`config.mk`:
```
export PLATFORM = sky130hd
export DESIGN_NAME = three_tap_smoothing_filter_core
export DESIGN_NICKNAME = d
export VERILOG_FILES = /design/src/hdl/ttsf_pkg.sv /design/src/hdl/three_tap_smoothing_filter_core.sv
export SDC_FILE = /design/constraint.sdc
export NUM_CORES = 1
export LEC_CHECK = 0
export BUFFER_PORTS_ARGS = -buffer_cell sky130_fd_sc_hd__buf_4
export CELL_PAD_IN_SITES_DETAIL_PLACEMENT = 0
export CELL_PAD_IN_SITES_GLOBAL_PLACEMENT = 2
export CORE_MARGIN = 3
export CORE_UTILIZATION = 38
export CTS_CLUSTER_DIAMETER = 60
export CTS_CLUSTER_SIZE = 40
export DETAILED_ROUTE_END_ITERATION = 7
export PLACE_DENSITY = 0.87
export RECOVER_POWER = 100
export SETUP_SLACK_MARGIN = 0.4
export SKIP_LAST_GASP = 1
export SYNTH_ARGS = -nofsm -noshare
export SYNTH_HDL_FRONTEND = slang
export SYNTH_SLANG_ARGS = --single-unit
```
`constraint.sdc`:
```
create_clock -name clk_i -period 11.2 [get_ports clk_i]
set_input_delay 1.68 -clock clk_i [delete_from_list [all_inputs] [get_ports clk_i]]
set_output_delay 1.68 -clock clk_i [all_outputs]
set_load 0.005 [all_outputs]
```
`src/hdl/ttsf_pkg.sv`:
```
`default_nettype none
package ttsf_pkg;

  localparam int SampleWidth = 16;

  // Weighted sums are five times the result; the magnitude plus the rounding
  // offset needs three bits above the sample.
  localparam int SumWidth   = SampleWidth + 4;
  localparam int MagWidth   = SampleWidth + 3;
  localparam int RecipShift = MagWidth + 3;
  localparam int RecipWidth = RecipShift - 1;
  localparam int ProdWidth  = MagWidth + RecipWidth;

  // ceil(2^RecipShift / 5)
  localparam logic [RecipWidth-1:0] RecipFive =
      RecipWidth'(((64'd1 << RecipShift) + 64'd4) / 64'd5);

  localparam int FifoDepth = 4;
  localparam int PtrWidth  = $clog2(FifoDepth);
  localparam int CntWidth  = PtrWidth + 1;

  localparam logic [1:0] SeenNone = 2'd0;
  localparam logic [1:0] SeenOne  = 2'd1;
  localparam logic [1:0] SeenMany = 2'd2;

  typedef struct packed {
    logic signed [SampleWidth-1:0] sample;
    logic                          frame_end;
  } in_word_t;

  typedef struct packed {
    logic signed [SampleWidth-1:0] smoothed;
    logic                          frame_done;
  } out_word_t;

  // Divide by five, rounding to nearest, ties away from zero.
  function automatic logic signed [SampleWidth-1:0] div_five(
      input logic signed [SumWidth-1:0] n);
    logic [SumWidth-1:0]    mag;
    logic [MagWidth-1:0]    m;
    logic [ProdWidth-1:0]   p;
    logic [SampleWidth-1:0] q;
    mag = n[SumWidth-1] ? (~n + SumWidth'(1)) : n;
    m   = mag[MagWidth-1:0] + MagWidth'(2);
    p   = ProdWidth'(m) * ProdWidth'(RecipFive);
    q   = p[RecipShift+SampleWidth-1:RecipShift];
    return n[SumWidth-1] ? (~q + SampleWidth'(1)) : q;
  endfunction

endpackage
`default_nettype wire

```
`src/hdl/three_tap_smoothing_filter_core.sv`:
```
`default_nettype none
// Three-tap smoothing filter (weights 1/5, 3/5, 1/5; frame edges use 4/5 and
// 1/5) over a framed stream of signed samples. One word is taken per cycle.
// Each word is held in an input register, then filtered and rounded by
// combinational logic into a four-entry result queue, which the output side
// reads; results are written to the queue when the held word moves on.
// Results lag the input by one sample: the first word of a frame yields
// nothing, every later word yields one result, and the frame's last word
// yields two (the pending sample and the closing edge sample, flagged
// frame_done). A one-word frame passes its sample through. A frame yields as
// many results as it has words, so with the output side taking a word every
// cycle the queue never holds more than two and the input never stalls. The
// input stalls only while the queue lacks room for two results, which
// happens only when the output side holds off.
module three_tap_smoothing_filter_core (
  input  wire                      clk_i,
  input  wire                      rst_ni,
  input  wire                      in_valid_i,
  output logic                     in_ready_o,
  input  wire ttsf_pkg::in_word_t  in_word_i,
  output logic                     out_valid_o,
  input  wire                      out_ready_i,
  output ttsf_pkg::out_word_t      out_word_o
);
  import ttsf_pkg::*;

  // input register
  logic     in_valid_q;
  in_word_t in_word_q;

  // delay line
  logic signed [SampleWidth-1:0] older_q, newer_q;
  logic [1:0]                    seen_q;

  // result queue
  out_word_t             fifo_q [FifoDepth];
  logic [PtrWidth-1:0]   wr_ptr_q, rd_ptr_q;
  logic [CntWidth-1:0]   cnt_q;

  logic                          advance, fire, pop, push0, push1;
  logic                          first;
  logic signed [SumWidth-1:0]    s_ext, newer_ext, older_ext;
  logic signed [SumWidth-1:0]    sum0, sum1;
  out_word_t                     res0, res1;
  logic [1:0]                    n_push;

  // Room for two results decides whether the held word can move on.
  assign advance    = (cnt_q <= CntWidth'(FifoDepth - 2));
  assign fire       = in_valid_q && advance;
  assign in_ready_o = !in_valid_q || advance;

  assign out_valid_o = (cnt_q != '0);
  assign out_word_o  = fifo_q[rd_ptr_q];
  assign pop         = out_valid_o && out_ready_i;

  assign first     = (seen_q == SeenNone);
  assign s_ext     = SumWidth'(in_word_q.sample);
  assign newer_ext = SumWidth'(newer_q);
  assign older_ext = SumWidth'(older_q);

  always_comb begin
    // count pattern three behaves as two
    if (seen_q == SeenOne) begin
      sum0 = (newer_ext <<< 2) + s_ext;
    end else begin
      sum0 = older_ext + (newer_ext <<< 1) + newer_ext + s_ext;
    end
    sum1 = (s_ext <<< 2) + newer_ext;

    res0.smoothed   = first ? in_word_q.sample : div_five(sum0);
    res0.frame_done = first && in_word_q.frame_end;
    res1.smoothed   = div_five(sum1);
    res1.frame_done = 1'b1;

    push0  = fire && (!first || in_word_q.frame_end);
    push1  = fire && !first && in_word_q.frame_end;
    n_push = {1'b0, push0} + {1'b0, push1};
  end

  always_ff @(posedge clk_i or negedge rst_ni) begin
    if (!rst_ni) begin
      in_valid_q <= 1'b0;
      older_q    <= '0;
      newer_q    <= '0;
      seen_q     <= SeenNone;
      wr_ptr_q   <= '0;
      rd_ptr_q   <= '0;
      cnt_q      <= '0;
    end else begin
      if (in_ready_o) begin
        in_valid_q <= in_valid_i;
      end
      if (fire) begin
        if (in_word_q.frame_end) begin
          older_q <= '0;
          newer_q <= '0;
          seen_q  <= SeenNone;
        end else if (first) begin
          newer_q <= in_word_q.sample;
          seen_q  <= SeenOne;
        end else begin
          older_q <= newer_q;
          newer_q <= in_word_q.sample;
          seen_q  <= SeenMany;
        end
      end
      wr_ptr_q <= wr_ptr_q + PtrWidth'(n_push);
      if (pop) begin
        rd_ptr_q <= rd_ptr_q + PtrWidth'(1);
      end
      cnt_q <= cnt_q + CntWidth'(n_push) - CntWidth'(pop);
    end
  end

  // payload registers: no reset
  always_ff @(posedge clk_i) begin
    if (in_ready_o && in_valid_i) begin
      in_word_q <= in_word_i;
    end
    if (push0) begin
      fifo_q[wr_ptr_q] <= res0;
    end
    if (push1) begin
      fifo_q[wr_ptr_q + PtrWidth'(1)] <= res1;
    end
  end

endmodule
`default_nettype wire
```
==> key figures <==
Worst setup path
  – Slowest CP cell: fa_1
  – Crit path DAT: around 12 ns
  – Most used cell along the critical path: fa_1
  – R2R setup slack: -0.19 ns
  – Largest fanout on the critical path: 5
  – Setup Crit Path Kind: reg2reg
  – CP Capture Type: register
  – CP Launch Type: register
  – Worst path max stage delay: around 0.58 ns
  – Worst Path Required: 11.38 ns

Synth
  – Synth Cell Area: roughly 23000 um2
  – Avg Inst Size Synth: approximately 9.2 um2
  – Synth area leader: fa_1
  – Top-area cell type share of the netlist area: 0.208
  – Synth Instances: ~2500
  – Syn Nets: between 3000 and 4000
  – Ys Warns: 0
  – Main synth FF type: edfxtp_1
  – Most common cell in the netlist: inv_1
  – Post-synth EDFFs: 81
  – Async SR Flop Fraction: 0.331
  – Area contributors post-synth: fa_1 (21%), ha_1 (18%), edfxtp_1 (11%), inv_1 (7.9%), dfrtp_1 (4.6%)
  – Flip-flop and latch count after synthesis: roughly 130
  – Synth unique cells: around 100
  – Post-synthesis sequential area ratio: 0.157
  – Post-synth top cells: inv_1 (477), ha_1 (329), fa_1 (235)

Floorplanning
  – Die width: about 250 um
  – Die Ht: between 200 and 300 um
  – Starting Density: 0.388
  – Core footprint: just under 60000 um2
  – I/O pins: 40
  – # rows: 88
  – Die ar.: ~63000 um2

Detailed routing
  – Initial DRC Count: 1066
  – Remaining antenna violation count: 0
  – DRT Pass-1 Iters: 5
  – Total length of routed wires: between 70 and 80 mm
  – Via count: roughly 20000
  – DRC Markers: 0
  – Routed length per placed instance: ~19 um
  – DR vias/cell: ~5.3

Place
  – Pre-CTS setup slack: -0.372 ns
  – Half-perimeter wire length after placement: 60.5 mm
  – GP Congestion: approximately 0.95
  – DP Area: roughly 27000 um2
  – I/O Buffers: 39

Timing
  – Worst hold margin: about 0.47 ns
  – Final setup violation count: 33
  – Highest clock rate: 87.8 MHz
  – Worst Max-Slew Pin Slew: 2.58 ns
  – Post-route clock period utilization: 1.02
  – RSZ-0062 raised after global routing: yes
  – Crit path time final: around 11 ns
  – Final Hold Viols: 0
  – Rel. slew slack: -0.718
  – Worst setup margin: -0.190 ns
  – Slew Limit Fails: 61
  – Clk_skew: between 0.01 and 0.015 ns

Finish
  – Final-layout fill cell count: ~5600
  – # diodes: 0
  – Multi-input gate area: approximately 18000 um2
  – NumNets Final: between 3000 and 4000
  – Register area: ~3600 um2
  – Final design utilization: 0.490
  – Layout area overhead: 26.2%
  – Fin area: around 29000 um2
  – Share of cells above drive strength 1: 0.250

Outcome
  – Status: finished with violations
  – Failing checks: max-capacitance violations, max-slew violations, negative setup slack

CTS
  – H-tree depth: 4
  – Root buf cell: clkbuf_16
  – Clk sinks: ~130
  – Clock latency on the worst-skew pair: between 0.4 and 0.5 ns
  – Max clock buf depth: 2
  – Reg clk slew, reported paths: ~0.070 ns
  – CTS buffer count: 17
  – CTS tree: yes

Global route
  – Initial antenna violation count: 1
  – Tot GR Track Use: 0.230
  – Vias in the first global route: 20800
  – Largest net degree at the start of global routing: between 40 and 50
  – First-pass GRT wire length: about 110 mm
  – GRT overflow: 0

Job
  – Max-Cap Viols: 2

Min path
  – Worst Hold Class: reg2reg
## repair_timing
item,CTS,global route
setup buffers,28,13
endpoints found under the hold margin,0,0
pin swaps,67,46
setup endpoints to repair,60,64
hold buffers,0,0
resized for setup,105,50
## path summary, 6_finish.rpt
path	from	endpoint	cells after the start
worst max-delay path	in_word_q[3]	fifo_q[2][16]	49
worst min-delay path	fifo_q[3][0]	fifo_q[3][0]	2
worst max register to register	in_word_q[3]	fifo_q[2][16]	49
worst min register to register	fifo_q[3][0]	fifo_q[3][0]	2
max in group asynchronous	rst_ni	older_q[14]	1
min in group asynchronous	rst_ni	seen_q[1]	1
## registers in the layout (all words and copies together) (netlist names)
name and flops:
newer_q 16, seen_q 2, older_q 16, wr_ptr_q 2, in_valid_q 1, in_word_q 17, rd_ptr_q 2, fifo_q 68
cnt_q 3
## layer usage
layer	track usage	wire, um	vias up
li1	-	-	9475
met1	0.298	31000	9763
met2	0.406	35500	489
met3	0.0360	3440	71
met4	0.0471	1540	0
met5	0	0	-
## layout make-up
| type | instances | area share |
|---|---|---|
| Tap cell | 765 | 0.0335 |
| Timing Repair Buffer | 510 | 0.133 |
| Sequential cell | 127 | 0.125 |
| Multi-Input combinational cell | 1805 | 0.626 |
| Clock inverter | 15 | 0.00595 |
| Inverter | 477 | 0.0626 |
| Clock buffer | 17 | 0.0149 |
## logic make-up after synthesis
group,count (synthesis),synth area share
and+or+nand+nor,510,0.116
buffers and inverters,538,0.0901
AOI/OAI and AO/OA,539,0.161
adders and majority gates,564,0.389
xor gates and xnor gates,153,0.0592
muxes,39,0.0271
DFF,127,0.157
## through the flow
step / cells / TNS (ns)
after CTS: 3703 / 0
after detailed placement: 3643 / -7.53
after global routing: 3716 / -21.33
after floorplan: 2470 / 0
after global placement: 3643 / -1.92
final: 3716 / -3.35
## layout by cell type, fill, tap and decap left out, drive strengths merged, types with 17 or more instances in the layout
cell type	count
inv	484
buf	471
ha	329
fa	235
nor2	125
a21oi	125
nand2	122
xnor2	99
o21ai	94
edfxtp	81
o22ai	62
clkbuf	56
xor2	54
dfrtp	42
nand3	40
nor3	38
o31ai	33
a21o	31
and2	26
o21a	22
or3	21
a31oi	21
or2	19
o211ai	18
nand4	18
mux4	17
a211oi	17
## worst max-delay path: cells and delay by family, from the launching register on
kind            cells  cell delay (ns)
fa+ha+maj          11             4.48
compound gates     13             2.17
simple gates        9             1.95
buf+inv            11             1.31
xor+xnor            4             0.72
flops               1             0.36
mux                 1             0.14
Power is left out: the tool's default activity adds up to more than one toggle a clock period on the data nets, which glitch-free logic cannot reach.
